==> config.mk <==
export PLATFORM = sky130hd
export DESIGN_NAME = byte_array_insert_remove_search_flat
export DESIGN_NICKNAME = d
export VERILOG_FILES = /design/src/bairs_pkg.sv /design/src/bairs_if.sv /design/src/byte_array_insert_remove_search.sv /design/src/bairs_ram.sv /design/src/bairs_ctrl.sv /design/src/bairs_dp.sv /design/src/flat_wrapper.sv
export SDC_FILE = /design/constraint.sdc
export NUM_CORES = 2
export LEC_CHECK = 0
export BUFFER_PORTS_ARGS = -buffer_cell sky130_fd_sc_hd__buf_2
export CORE_MARGIN = 2
export CORE_UTILIZATION = 56
export DETAILED_ROUTE_END_ITERATION = 8
export GPL_TIMING_DRIVEN = 0
export HOLD_SLACK_MARGIN = 0.08
export PLACE_DENSITY = 0.75
export REMOVE_ABC_BUFFERS = 1
export SETUP_SLACK_MARGIN = 0.1
export SYNTH_ARGS = -nofsm -noshare
export SYNTH_HDL_FRONTEND = slang
export SYNTH_HIERARCHICAL = 1
export SYNTH_SLANG_ARGS = --single-unit
==> constraint.sdc <==
create_clock -name clk -period 7.4 [get_ports clk]
set_input_delay 0 -clock clk [delete_from_list [all_inputs] [get_ports clk]]
set_output_delay 0 -clock clk [all_outputs]
set_load 0.02 [all_outputs]
==> src/bairs_pkg.sv <==
// Shared constants, request codes and controller/datapath types for the byte array block.
`default_nettype none

package bairs_pkg;

  localparam int DEPTH = 256;
  localparam int AW    = $clog2(DEPTH);
  localparam int CW    = $clog2(DEPTH + 1);

  // fixed field widths
  localparam int BW    = 8;
  localparam int REQW  = 4;
  localparam int IDXW  = 8;
  localparam int ENDW  = 9;
  localparam int LENW  = 9;

  localparam logic [LENW-1:0] LEN_RESET = LENW'(256);

  localparam logic [REQW-1:0] REQ_PUSH       = 4'd0;
  localparam logic [REQW-1:0] REQ_POP        = 4'd1;
  localparam logic [REQW-1:0] REQ_SHIFT      = 4'd2;
  localparam logic [REQW-1:0] REQ_UNSHIFT    = 4'd3;
  localparam logic [REQW-1:0] REQ_READ       = 4'd4;
  localparam logic [REQW-1:0] REQ_WRITE      = 4'd5;
  localparam logic [REQW-1:0] REQ_REMOVE     = 4'd6;
  localparam logic [REQW-1:0] REQ_FIND_FIRST = 4'd7;
  localparam logic [REQW-1:0] REQ_FIND_LAST  = 4'd8;
  localparam logic [REQW-1:0] REQ_CLEAR      = 4'd9;

  typedef enum logic [3:0] {
    OP_NONE,
    OP_TAKE,
    OP_DECODE,
    OP_RDWAIT,
    OP_MOVE,
    OP_SCAN,
    OP_CLEAR
  } dp_op_t;

  typedef struct packed {
    dp_op_t op;
    logic   load;
    logic   in_ready;
  } cmd_t;

  typedef struct packed {
    logic [REQW-1:0] req;
    logic            ok;
    logic            len_zero;
    logic            last_walk;
    logic            last_clear;
    logic            hit;
    logic            out_free;
  } stat_t;

endpackage

`default_nettype wire

==> src/bairs_if.sv <==
// Request, result and configuration channel interfaces.
`default_nettype none

interface bairs_req_if import bairs_pkg::*; ();
  logic            valid;
  logic            ready;
  logic [REQW-1:0] req_type;
  logic [IDXW-1:0] index;
  logic [ENDW-1:0] end_index;
  logic [BW-1:0]   value;

  modport source (output valid, req_type, index, end_index, value, input ready);
  modport sink   (input valid, req_type, index, end_index, value, output ready);
endinterface

interface bairs_rsp_if import bairs_pkg::*; ();
  logic            valid;
  logic            ready;
  logic [BW-1:0]   read_byte;
  logic [IDXW-1:0] position;
  logic            found;
  logic            accepted;
  logic [CW-1:0]   fill_count;

  modport source (output valid, read_byte, position, found, accepted, fill_count,
                  input ready);
  modport sink   (input valid, read_byte, position, found, accepted, fill_count,
                  output ready);
endinterface

interface bairs_cfg_if import bairs_pkg::*; ();
  logic            valid;
  logic            ready;
  logic [LENW-1:0] array_length;

  modport source (output valid, array_length, input ready);
  modport sink   (input valid, array_length, output ready);
endinterface

`default_nettype wire

==> src/byte_array_insert_remove_search.sv <==
// Top level of the byte array store with insert, remove and search requests.
//
//   channel  dir  handshake     payload
//   req      in   valid/ready   req_type, index, end_index, value
//   rsp      out  valid/ready   read_byte, position, found, accepted, fill_count
//   cfg      in   valid/ready   array_length (ready always high)
//
// One request at a time. Shift, unshift and range removal: one RAM slot per cycle from
// the start slot up to the length.
// Shift, unshift, removal and clear sweeps are paced by the single write port of the byte RAM.
// After reset a clearing pass zeroes the RAM; req.ready stays low.
// A new request is taken while the previous result still waits in the output register.
`default_nettype none

module byte_array_insert_remove_search import bairs_pkg::*; (
  input logic         clk,
  input logic         rst,
  bairs_req_if.sink   req,
  bairs_rsp_if.source rsp,
  bairs_cfg_if.sink   cfg
);

  cmd_t  cmd;
  stat_t stat;

  bairs_ctrl u_ctrl (
    .clk       (clk),
    .rst       (rst),
    .req_valid (req.valid),
    .stat      (stat),
    .cmd       (cmd)
  );

  bairs_dp u_dp (
    .clk  (clk),
    .rst  (rst),
    .cmd  (cmd),
    .stat (stat),
    .req  (req),
    .rsp  (rsp),
    .cfg  (cfg)
  );

endmodule

`default_nettype wire

==> src/bairs_ram.sv <==
// Generic simple dual-port RAM, one write and one registered read port.
`default_nettype none

module bairs_ram #(
  parameter int WIDTH = 8,
  parameter int DEPTH = 256
) (
  input  logic                     clk,
  input  logic                     we,
  input  logic [$clog2(DEPTH)-1:0] waddr,
  input  logic [WIDTH-1:0]         wdata,
  input  logic [$clog2(DEPTH)-1:0] raddr,
  output logic [WIDTH-1:0]         rdata
);

  logic [WIDTH-1:0] mem [DEPTH];

  always_ff @(posedge clk) begin
    if (we) begin
      mem[waddr] <= wdata;
    end
    rdata <= mem[raddr];
  end

endmodule

`default_nettype wire

==> src/bairs_ctrl.sv <==
// Sequencer for the byte array: accepts a request, runs any sweep it needs, hands off the result.
`default_nettype none

module bairs_ctrl import bairs_pkg::*; (
  input  logic  clk,
  input  logic  rst,
  input  logic  req_valid,
  input  stat_t stat,
  output cmd_t  cmd
);

  typedef enum logic [9:0] {
    S_CLR_RST  = 10'b0000000001,
    S_IDLE     = 10'b0000000010,
    S_DECODE   = 10'b0000000100,
    S_RDWAIT   = 10'b0000001000,
    S_MOVE     = 10'b0000010000,
    S_DRAIN    = 10'b0000100000,
    S_SCAN     = 10'b0001000000,
    S_SCAN_END = 10'b0010000000,
    S_CLR      = 10'b0100000000,
    S_FIN      = 10'b1000000000
  } state_t;

  state_t state, state_next;
  logic   done;

  always_ff @(posedge clk) begin
    if (rst) begin
      state <= S_CLR_RST;
    end else begin
      state <= state_next;
    end
  end

  always_comb begin
    state_next   = state;
    done         = 1'b0;
    cmd.op       = OP_NONE;
    cmd.load     = 1'b0;
    cmd.in_ready = 1'b0;
    case (state)
      S_CLR_RST: begin
        cmd.op = OP_CLEAR;
        if (stat.last_clear) begin
          state_next = S_IDLE;
        end
      end
      S_IDLE: begin
        cmd.in_ready = 1'b1;
        if (req_valid) begin
          cmd.op     = OP_TAKE;
          state_next = S_DECODE;
        end
      end
      S_DECODE: begin
        cmd.op = OP_DECODE;
        if (!stat.ok) begin
          done = 1'b1;
        end else begin
          case (stat.req)
            REQ_POP, REQ_READ, REQ_SHIFT: state_next = S_RDWAIT;
            REQ_UNSHIFT, REQ_REMOVE:      state_next = S_MOVE;
            REQ_FIND_FIRST, REQ_FIND_LAST: begin
              if (stat.len_zero) begin
                done = 1'b1;
              end else begin
                state_next = S_SCAN;
              end
            end
            REQ_CLEAR:                    state_next = S_CLR;
            default:                      done = 1'b1;
          endcase
        end
      end
      S_RDWAIT: begin
        cmd.op = OP_RDWAIT;
        if (stat.req == REQ_SHIFT) begin
          state_next = S_MOVE;
        end else begin
          done = 1'b1;
        end
      end
      S_MOVE: begin
        cmd.op = OP_MOVE;
        if (stat.last_walk) begin
          state_next = S_DRAIN;
        end
      end
      S_DRAIN: begin
        // last pending write lands this cycle
        done = 1'b1;
      end
      S_SCAN: begin
        if (stat.hit) begin
          done = 1'b1;
        end else begin
          cmd.op = OP_SCAN;
          if (stat.last_walk) begin
            state_next = S_SCAN_END;
          end
        end
      end
      S_SCAN_END: begin
        done = 1'b1;
      end
      S_CLR: begin
        cmd.op = OP_CLEAR;
        if (stat.last_clear) begin
          done = 1'b1;
        end
      end
      S_FIN: begin
        done = 1'b1;
      end
      default: begin
        state_next = S_IDLE;
      end
    endcase

    if (done) begin
      cmd.load   = stat.out_free;
      state_next = stat.out_free ? S_IDLE : S_FIN;
    end
  end

endmodule

`default_nettype wire

==> src/bairs_dp.sv <==
// Datapath: byte store RAM, count and length, sweep pointer, write stage and result registers.
`default_nettype none

module bairs_dp import bairs_pkg::*; (
  input  logic              clk,
  input  logic              rst,
  input  cmd_t              cmd,
  output stat_t             stat,
  bairs_req_if.sink         req,
  bairs_rsp_if.source       rsp,
  bairs_cfg_if.sink         cfg
);

  typedef enum logic [1:0] {
    SEL_RAM,
    SEL_ZERO,
    SEL_VAL
  } wsel_t;

  // latched request
  logic [REQW-1:0] req_q, req_q_next;
  logic [IDXW-1:0] idx_q, idx_q_next;
  logic [ENDW-1:0] endi_q, endi_q_next;
  logic [BW-1:0]   val_q, val_q_next;

  logic [CW-1:0]   count, count_next;
  logic [LENW-1:0] length, length_next;
  logic [CW-1:0]   ptr, ptr_next;
  logic [CW-1:0]   dif, dif_next;

  // write stage behind the registered RAM read
  logic            wv, wv_next;
  logic [AW-1:0]   wa, wa_next;
  wsel_t           wsel, wsel_next;

  // compare stage for searches
  logic            cv, cv_next;
  logic [AW-1:0]   ca, ca_next;

  logic [BW-1:0]   res_rd, res_rd_next;
  logic [IDXW-1:0] res_pos, res_pos_next;
  logic            res_fnd, res_fnd_next;
  logic            res_acc, res_acc_next;

  logic            out_valid, out_valid_next;
  logic [BW-1:0]   out_rd, out_rd_next;
  logic [IDXW-1:0] out_pos, out_pos_next;
  logic            out_fnd, out_fnd_next;
  logic            out_acc, out_acc_next;
  logic [CW-1:0]   out_cnt, out_cnt_next;

  logic            ram_we;
  logic [AW-1:0]   ram_waddr;
  logic [BW-1:0]   ram_wdata;
  logic [AW-1:0]   ram_raddr;
  logic [BW-1:0]   ram_rdata;

  logic [CW-1:0]   len_eff;
  logic [CW-1:0]   lm1;
  logic [CW-1:0]   count_m1;
  logic [CW-1:0]   cfg_len;
  logic [CW-1:0]   rm_len;
  logic [CW:0]     src;
  logic            src_in;
  logic            walk_up;
  logic            ok;
  logic            hit;

  bairs_ram #(.WIDTH(BW), .DEPTH(DEPTH)) u_ram (
    .clk   (clk),
    .we    (ram_we),
    .waddr (ram_waddr),
    .wdata (ram_wdata),
    .raddr (ram_raddr),
    .rdata (ram_rdata)
  );

  assign len_eff  = (length > LENW'(DEPTH)) ? CW'(DEPTH) : CW'(length);
  assign lm1      = len_eff - CW'(1);
  assign count_m1 = count - CW'(1);
  assign cfg_len  = (cfg.array_length > LENW'(DEPTH)) ? CW'(DEPTH) : CW'(cfg.array_length);
  assign rm_len   = CW'(endi_q - ENDW'(idx_q));
  assign src      = {1'b0, ptr} + {1'b0, dif};
  assign src_in   = src < {1'b0, len_eff};
  assign walk_up  = (req_q == REQ_UNSHIFT) || (req_q == REQ_FIND_LAST);
  assign hit      = cv && (ram_rdata == val_q);

  always_comb begin
    case (req_q)
      REQ_PUSH:                 ok = count < len_eff;
      REQ_POP, REQ_SHIFT:       ok = count != '0;
      REQ_UNSHIFT:              ok = len_eff >= CW'(2);
      REQ_READ:                 ok = CW'(idx_q) < count;
      REQ_WRITE:                ok = CW'(idx_q) < len_eff;
      REQ_REMOVE:               ok = (ENDW'(idx_q) < endi_q) && (endi_q <= ENDW'(count));
      REQ_FIND_FIRST, REQ_FIND_LAST, REQ_CLEAR: ok = 1'b1;
      default:                  ok = 1'b0;
    endcase
  end

  assign stat.req        = req_q;
  assign stat.ok         = ok;
  assign stat.len_zero   = len_eff == '0;
  assign stat.last_walk  = walk_up ? (ptr == '0) : (ptr == lm1);
  assign stat.last_clear = ptr == CW'(DEPTH - 1);
  assign stat.hit        = hit;
  assign stat.out_free   = !out_valid || rsp.ready;

  assign req.ready = cmd.in_ready;
  assign cfg.ready = 1'b1;

  assign rsp.valid      = out_valid;
  assign rsp.read_byte  = out_rd;
  assign rsp.position   = out_pos;
  assign rsp.found      = out_fnd;
  assign rsp.accepted   = out_acc;
  assign rsp.fill_count = out_cnt;

  always_comb begin
    req_q_next   = req_q;
    idx_q_next   = idx_q;
    endi_q_next  = endi_q;
    val_q_next   = val_q;
    count_next   = count;
    length_next  = length;
    ptr_next     = ptr;
    dif_next     = dif;
    wv_next      = 1'b0;
    wa_next      = wa;
    wsel_next    = wsel;
    cv_next      = 1'b0;
    ca_next      = ca;
    res_rd_next  = res_rd;
    res_pos_next = res_pos;
    res_fnd_next = res_fnd;
    res_acc_next = res_acc;

    // pending write from the sweep stage
    ram_we    = wv;
    ram_waddr = wa;
    case (wsel)
      SEL_RAM: ram_wdata = ram_rdata;
      SEL_VAL: ram_wdata = val_q;
      default: ram_wdata = '0;
    endcase
    ram_raddr = ptr[AW-1:0];

    if (cfg.valid) begin
      length_next = cfg.array_length;
      if (count > cfg_len) begin
        count_next = cfg_len;
      end
    end

    case (cmd.op)
      OP_TAKE: begin
        req_q_next  = req.req_type;
        idx_q_next  = req.index;
        endi_q_next = req.end_index;
        val_q_next  = req.value;
      end
      OP_DECODE: begin
        res_rd_next  = '0;
        res_pos_next = '0;
        res_fnd_next = 1'b0;
        res_acc_next = ok;
        case (req_q)
          REQ_PUSH: begin
            if (ok) begin
              ram_we     = 1'b1;
              ram_waddr  = count[AW-1:0];
              ram_wdata  = val_q;
              count_next = count + CW'(1);
            end
          end
          REQ_POP: begin
            ram_raddr = count_m1[AW-1:0];
            if (ok) begin
              count_next = count_m1;
            end
          end
          REQ_SHIFT: begin
            ram_raddr = '0;
            ptr_next  = '0;
            dif_next  = CW'(1);
            if (ok) begin
              count_next = count_m1;
            end
          end
          REQ_UNSHIFT: begin
            ptr_next = lm1;
            if (ok && (count < len_eff)) begin
              count_next = count + CW'(1);
            end
          end
          REQ_READ: begin
            ram_raddr = AW'(idx_q);
          end
          REQ_WRITE: begin
            if (ok) begin
              ram_we    = 1'b1;
              ram_waddr = AW'(idx_q);
              ram_wdata = val_q;
            end
          end
          REQ_REMOVE: begin
            ptr_next = CW'(idx_q);
            dif_next = rm_len;
            if (ok) begin
              count_next = count - rm_len;
            end
          end
          REQ_FIND_FIRST: ptr_next = '0;
          REQ_FIND_LAST:  ptr_next = lm1;
          REQ_CLEAR: begin
            ptr_next   = '0;
            count_next = '0;
          end
          default: ;
        endcase
      end
      OP_RDWAIT: begin
        res_rd_next = ram_rdata;
      end
      OP_MOVE: begin
        wv_next = 1'b1;
        wa_next = ptr[AW-1:0];
        if (walk_up) begin
          // unshift: copy slot below upward, new value lands at slot 0
          ram_raddr = ptr[AW-1:0] - AW'(1);
          wsel_next = (ptr == '0) ? SEL_VAL : SEL_RAM;
          ptr_next  = ptr - CW'(1);
        end else begin
          // close the gap; slots fed from beyond the length get zero
          ram_raddr = src[AW-1:0];
          wsel_next = src_in ? SEL_RAM : SEL_ZERO;
          ptr_next  = ptr + CW'(1);
        end
      end
      OP_SCAN: begin
        ram_raddr = ptr[AW-1:0];
        cv_next   = 1'b1;
        ca_next   = ptr[AW-1:0];
        ptr_next  = walk_up ? (ptr - CW'(1)) : (ptr + CW'(1));
      end
      OP_CLEAR: begin
        ram_we    = 1'b1;
        ram_waddr = ptr[AW-1:0];
        ram_wdata = '0;
        ptr_next  = ptr + CW'(1);
      end
      default: ;
    endcase

    if (hit) begin
      res_pos_next = IDXW'(ca);
      res_fnd_next = 1'b1;
    end
  end

  always_comb begin
    out_rd_next    = out_rd;
    out_pos_next   = out_pos;
    out_fnd_next   = out_fnd;
    out_acc_next   = out_acc;
    out_cnt_next   = out_cnt;
    out_valid_next = out_valid;
    if (cmd.load) begin
      out_rd_next    = res_rd_next;
      out_pos_next   = res_pos_next;
      out_fnd_next   = res_fnd_next;
      out_acc_next   = res_acc_next;
      out_cnt_next   = count_next;
      out_valid_next = 1'b1;
    end else if (rsp.ready) begin
      out_valid_next = 1'b0;
    end
  end

  always_ff @(posedge clk) begin
    if (rst) begin
      count     <= '0;
      length    <= LEN_RESET;
      ptr       <= '0;
      wv        <= 1'b0;
      cv        <= 1'b0;
      out_valid <= 1'b0;
    end else begin
      count     <= count_next;
      length    <= length_next;
      ptr       <= ptr_next;
      wv        <= wv_next;
      cv        <= cv_next;
      out_valid <= out_valid_next;
    end
  end

  always_ff @(posedge clk) begin
    req_q   <= req_q_next;
    idx_q   <= idx_q_next;
    endi_q  <= endi_q_next;
    val_q   <= val_q_next;
    dif     <= dif_next;
    wa      <= wa_next;
    wsel    <= wsel_next;
    ca      <= ca_next;
    res_rd  <= res_rd_next;
    res_pos <= res_pos_next;
    res_fnd <= res_fnd_next;
    res_acc <= res_acc_next;
    out_rd  <= out_rd_next;
    out_pos <= out_pos_next;
    out_fnd <= out_fnd_next;
    out_acc <= out_acc_next;
    out_cnt <= out_cnt_next;
  end

endmodule

`default_nettype wire
==> src/flat_wrapper.sv <==
// flat-port wrapper written by rule: the top's interface ports become plain ports
module byte_array_insert_remove_search_flat import bairs_pkg::*;
  (clk, rst, req_valid, req_req_type, req_index, req_end_index, req_value, req_ready, rsp_valid, rsp_read_byte, rsp_position, rsp_found, rsp_accepted, rsp_fill_count, rsp_ready, cfg_valid, cfg_array_length, cfg_ready);
  bairs_req_if req_i ();
  bairs_rsp_if rsp_i ();
  bairs_cfg_if cfg_i ();
  input logic clk;
  input logic rst;
  input wire logic [$bits(req_i.valid)-1:0] req_valid;
  input wire logic [$bits(req_i.req_type)-1:0] req_req_type;
  input wire logic [$bits(req_i.index)-1:0] req_index;
  input wire logic [$bits(req_i.end_index)-1:0] req_end_index;
  input wire logic [$bits(req_i.value)-1:0] req_value;
  output wire logic [$bits(req_i.ready)-1:0] req_ready;
  output wire logic [$bits(rsp_i.valid)-1:0] rsp_valid;
  output wire logic [$bits(rsp_i.read_byte)-1:0] rsp_read_byte;
  output wire logic [$bits(rsp_i.position)-1:0] rsp_position;
  output wire logic [$bits(rsp_i.found)-1:0] rsp_found;
  output wire logic [$bits(rsp_i.accepted)-1:0] rsp_accepted;
  output wire logic [$bits(rsp_i.fill_count)-1:0] rsp_fill_count;
  input wire logic [$bits(rsp_i.ready)-1:0] rsp_ready;
  input wire logic [$bits(cfg_i.valid)-1:0] cfg_valid;
  input wire logic [$bits(cfg_i.array_length)-1:0] cfg_array_length;
  output wire logic [$bits(cfg_i.ready)-1:0] cfg_ready;
  assign req_i.valid = req_valid;
  assign req_i.req_type = req_req_type;
  assign req_i.index = req_index;
  assign req_i.end_index = req_end_index;
  assign req_i.value = req_value;
  assign req_ready = req_i.ready;
  assign rsp_valid = rsp_i.valid;
  assign rsp_read_byte = rsp_i.read_byte;
  assign rsp_position = rsp_i.position;
  assign rsp_found = rsp_i.found;
  assign rsp_accepted = rsp_i.accepted;
  assign rsp_fill_count = rsp_i.fill_count;
  assign rsp_i.ready = rsp_ready;
  assign cfg_i.valid = cfg_valid;
  assign cfg_i.array_length = cfg_array_length;
  assign cfg_ready = cfg_i.ready;
  byte_array_insert_remove_search u_core (.clk(clk), .rst(rst), .req(req_i), .rsp(rsp_i), .cfg(cfg_i));
endmodule
* Yosys cells after proc, flatten, opt, wreduce, memory -nomap -nowiden
Memories as Yosys holds them, arrays and structs flattened. A register that Yosys moved wholly into a read port is not among the register bits.
Index checks and enable logic that the tools add are counted.
** Operators by class
- Equal/unequal tests :: 40
- Mux-type cells :: 69
- Add/subtract/negate cells :: 9
- Magnitude comparators :: 10
- Reduce and logical (&&, ||, !) cells :: 30
** Operators by type and width (number)
- two-way mux 10 bit :: 10
- case mux 8 bit (2 select lines) :: 6
- two-way mux 9 bit :: 10
- case mux 10 bit (7 select lines) :: 1
- two-way mux 8 bit :: 7
- case mux 9 bit (3 select lines) :: 2
- case mux 9 bit (5 select lines) :: 1
- case mux 10 bit (4 select lines) :: 1
- == test 4 x 3 -> 1 bit (second input constant) :: 7
- < comparator 8 x 9 -> 1 bit :: 3
- subtractor 9 x 1 -> 9 bit (second input constant) :: 3
- case mux 8 bit (3 select lines) :: 1
- two-way mux 1 bit :: 21
- adder 9 x 1 -> 9 bit (second input constant) :: 2
- > comparator 9 bit (second input constant) :: 2
- zero test 9 bit :: 2
- case mux 3 bit (6 select lines) :: 1
- case mux 9 bit (2 select lines) :: 1
- == test 4 x 2 -> 1 bit (second input constant) :: 4
- OR reduction 2 bit :: 7
- != test 3 bit (second input constant) :: 4
- OR reduction 3 bit :: 4
- adder 9 x 9 -> 10 bit :: 1
- == test 10 x 1 -> 1 bit (second input constant) :: 1
- 45 further kinds :: 56
** Word-level totals
- Register bits after elaboration :: 141
- Memory bits (writable) :: 2048
- Output and inout port bits :: 30
- Input port bits :: 43
- Memories :: 1
- Logic and storage cells :: 183
** Memories
- u_core.u_dp.u_ram.mem :: depth 256, width 8, read ports 1, clocked after Yosys merged registers in 1, wr ports 1, RTL line bairs_ram.sv:16 : logic [WIDTH-1:0] mem [DEPTH];

* Logic depth before layout (Yosys ltp)
- Word-level depth :: 9
- Gate-level depth with buffers :: 27
- Gate-level depth less buffers :: 19

* Cells and area by module
The synthesis kept the hierarchy.
** Modules (own cells, without submodules)
- bairs_ram :: seq. area each 61659.1 um^2, cells each 3733, area each 79556.3 um^2, instances 1
- bairs_dp :: seq. area each 3453.3 um^2, cells each 971, area each 9127.5 um^2, instances 1
- bairs_ctrl :: seq. area each 200.2 um^2, cells each 112, area each 850.8 um^2, instances 1

* Worst setup path before layout
OpenSTA, ideal clock, no wires.
- Kind :: reg-to-reg
- From :: register u_core.u_dp.val_q[1]
- To :: memory u_core.u_dp.u_ram.mem[0][0] (data pin)
- Setup slack :: -0.718 ns
- Path buffers :: 2
- Period minus slack after synthesis :: 8.118 ns
- Data required time :: 6.499 ns
- Stages on the path, launching flop included :: 14
- Setup time :: 0.901 ns
- Arrival time :: 7.217 ns
- Path through :: edfxtp_1 > xor2_1 > nor4_1 > nand3_1 > nor4_1 > clkbuf_1 > buf_4 > nor2_1 > a22oi_1 > o21ai_0 > nor4b_2 > nor2_1 > o32ai_1 > a32o_1
** RTL lines
- start, declared :: RTL line bairs_dp.sv:24 : logic [BW-1:0] val_q, val_q_next;
- start signal, assigned :: RTL line bairs_dp.sv:302 : val_q <= val_q_next;
- end, declared :: RTL line bairs_ram.sv:16

==> impl_metrics.py <==
metrics = {
    "run_status": {
        "status": "complete, no violations",
    },
    "drt": {
        "vias": 49300,
        "drtPass1Iterations": 8,
        "drc": 0,
        "wl_met1_um": 83000,
        "top_layer": "met4",
        "wl_met2_um": 109000,
        "postRouteAntennaNets": 0,
        "drt_iter0_markers": 7170,
        "routed-wl-met3_um": 23200,
        "detail_route.wl_per_cell_um": 30.8,
        "drt-total-wl_um": 225000,
        "viasPerCell": 6.76,
    },
    "synth": {
        "synthCells": 4816,
        "yosys_most_used_dff": "edfxtp_1",
        "yosysUniqueCellTypes": 101,
        "syn_avg_cell_area_um2": 18.6,
        "synth_seq_cells": 2197,
        "ys_seq_area_frac": 0.729,
        "yosysWarnings": 6,
        "synth_edf_count": 2131,
        "synthesis.area_mm2": 0.0895,
        "async_reset_ff_frac": 0,
    },
    "setup_path": {
        "worst_ep_required_time_ns": 7.85,
        "reg2regPathDepth": 16,
        "critical_path_arrival_ns": 7.77,
        "start_kind": "flip-flop",
        "critPathKind": "reg2reg",
        "end_kind": "flip-flop",
        "crit_fanout": 16,
    },
    "placed_design": {
        "preCtsSetupSlack_ns": -1.99,
        "finalWeightedCongestion": 0.916,
        "dpl.hpwl_um": 139000,
        "port_buffers": 71,
    },
    "hold_path": {
        "min_path_cells": 4,
        "hold_class": "in2reg",
    },
    "floorplanning": {
        "initial_core_util": 0.565,
        "fp.coreArea_mm2": 0.159,
        "design.portCount": 73,
        "die_x_um": 404,
        "die-area_mm2": 0.163,
        "rows": 146,
        "die_h_um": 404,
    },
    "final_layout": {
        "nNetsFinal": 5175,
        "layout_commonest_cell": "edfxtp_1",
        "fill_cells": 10200,
        "drive_gt1_frac": 0.212,
        "final_cell_mix": "edfxtp_1, mux4_2, nor2_1, clkbuf_16, a21oi_1",
        "syn2layout_area_growth_pct": 13.6,
    },
    "power": {
        "irDropWorstVdd_uv": 297,
        "p_leak_nw": 31.7,
        "power.density_mw_per_mm2": 294,
        "total_power_mw": 30.0,
    },
    "global_routing": {
        "grt_overflow": 0,
        "antenna_found_initial": 6,
        "track_usage": 0.274,
        "grt_pass1_vias": 48100,
        "grt_max_degree": 92,
        "grt_pass1_wl_um": 327000,
    },
    "flow_run": {
        "max-cap-violations": 0,
    },
    "sta": {
        "relSlewSlack": 0.0857,
        "min_period_over_period": 0.989,
        "setup_viol": 0,
        "min_period_ns": 7.32,
        "fin_worst_skew_ns": 0.0551,
        "worstMarginPinSlew_ns": 1.37,
        "hold_viol_final": 0,
        "drv_slew": 0,
        "max_freq_mhz": 137,
        "rsz0062_at_grt": "true",
        "setup_ws_ns": 0.0831,
        "hold_ws_ns": 0.196,
    },
    "cts": {
        "clk_latency_ns": 0.86,
        "clkSlewWorstSetupHoldPaths_ns": 0.06,
        "root_buffer": "clkbuf_16",
        "clockBufferDepth": 3,
        "cts_tree": "built",
        "cts.sinks": 2197,
        "htreeDepth": 4,
        "cts_buffers": 204,
    },
}
-- per-stage QoR --
stage | util | area, um^2 | cells | TNS [ns]
3_3_place_gp | 0.572 | 90800 | 6671 | -
5_1_grt | 0.641 | 102000 | 7285 | -4.68
3_5_place_dp | 0.590 | 93600 | 6791 | -506.47
6_report | 0.641 | 102000 | 7287 | 0
2_1_floorplan | - | 87800 | 4528 | -3641.80
4_1_cts | 0.639 | 101000 | 7268 | 0
-- metal layers --
| layer | global-route usage | vias up |
|---|---|---|
| li1 | - | 20200 |
| met1 | 0.376 | 25300 |
| met5 | 0 | - |
| met4 | 0.112 | 0 |
| met3 | 0.0525 | 536 |
| met2 | 0.439 | 3163 |
-- final timing paths --
check                                   to  slack [ns]                  from
max          u_core/u_dp/u_ram/mem[186][5]        0.08  u_core/u_dp/val_q[2]
min                   u_core/u_dp/count[2]        0.20   cfg_array_length[2]
max reg2reg  u_core/u_dp/u_ram/mem[186][5]        0.08  u_core/u_dp/val_q[2]
min reg2reg            u_core/u_dp/res_fnd        0.46   u_core/u_dp/res_fnd
-- synthesized netlist by cell type, types with 33 or more instances --
cell,number,area share
nand3_1,57,0.0032
nor3_1,68,0.0038
clkbuf_1,141,0.0059
mux4_2,454,0.11
nand2_1,125,0.0052
mux2i_1,147,0.016
inv_1,43,0.0018
nor2_1,365,0.015
nor4_1,33,0.0023
ha_1,83,0.012
nor2b_1,44,0.0031
xnor2_1,39,0.0038
buf_4,33,0.0028
a22oi_1,151,0.013
edfxtp_1,2131,0.71
o22ai_1,37,0.0026
o221ai_1,51,0.0050
a21oi_1,154,0.0086
dfxtp_1,66,0.015
o21ai_0,78,0.0044
buf_2,38,0.0021
a211oi_1,33,0.0028
-- kinds of logic after synthesis --
logic type | count (synthesis) | synth area share
DFF | 2197 | 0.729
buffers and inverters | 334 | 0.0212
muxes | 605 | 0.131
adders and majority gates | 86 | 0.0123
AOI/OAI and AO/OA | 691 | 0.0542
xor gates and xnor gates | 64 | 0.00641
and+or+nand+nor | 837 | 0.0449
other | 2 | 0.0000839
-- sequential cells by signal, indices dropped and copies added (netlist names), 9 cells and up --
name / count
u_core/u_dp/u_ram/mem: 2048
u_core/u_ctrl/state: 10
u_core/u_dp/count: 9
u_core/u_dp/dif: 9
u_core/u_dp/endi_q: 9
u_core/u_dp/length: 9
u_core/u_dp/ptr: 9
u_core/u_dp/rsp.fill_count: 9
-- repair_timing --
action / 4_1_cts / 5_1_grt
setup endpoints to repair: 1863 / 977
hold buffers: 100 / 0
buffers inserted: 4 / 13
resized for setup: 41 / 73
pin swaps: 2 / 6
cloned: 0 / 3
endpoints found under the hold margin: 102 / 0
-- power breakdown --
| part | internal [mW] | switching (mW) | leakage [nW] | total, mW |
|---|---|---|---|---|
| combinational | 2.20 | 3.41 | 8.56 | 5.61 |
| sequential | 14.1 | 0.103 | 20.1 | 14.2 |
| clock | 5.58 | 4.53 | 3.10 | 10.1 |
| total | 21.9 | 8.04 | 31.7 | 30.0 |
-- worst max-delay path, cell delays in order, from the launching register on --
cell and delay (ns):
edfxtp_1 0.46, xor2_1 0.20, nor4_1 0.25, nand3_1 0.16, nor4_4 0.29, buf_4 0.21
nor2_1 0.06, a22oi_1 0.19, o21ai_1 0.28, or4b_4 0.76, nor3_1 0.34, nor2_1 0.12
o21ai_4 0.25, a221o_1 0.66, nor2b_1 0.76, nand3_2 0.88, nor2_1 1.02
-- layout make-up --
class                      instances  area, um^2  share of cell area
antenna                            2        5.00           0.0000492
clock buffer                     261        5380              0.0529
clock inverter                   112        1020             0.00999
inverter                          46         181             0.00178
multi-input combinational       2287       23100               0.228
sequential                      2197       65300               0.642
tap                             2072        2590              0.0255
timing repair buffer             309        4070              0.0400
timing repair inverter             1        5.00           0.0000492
Note: power is estimated with default switching activity, not from simulation.
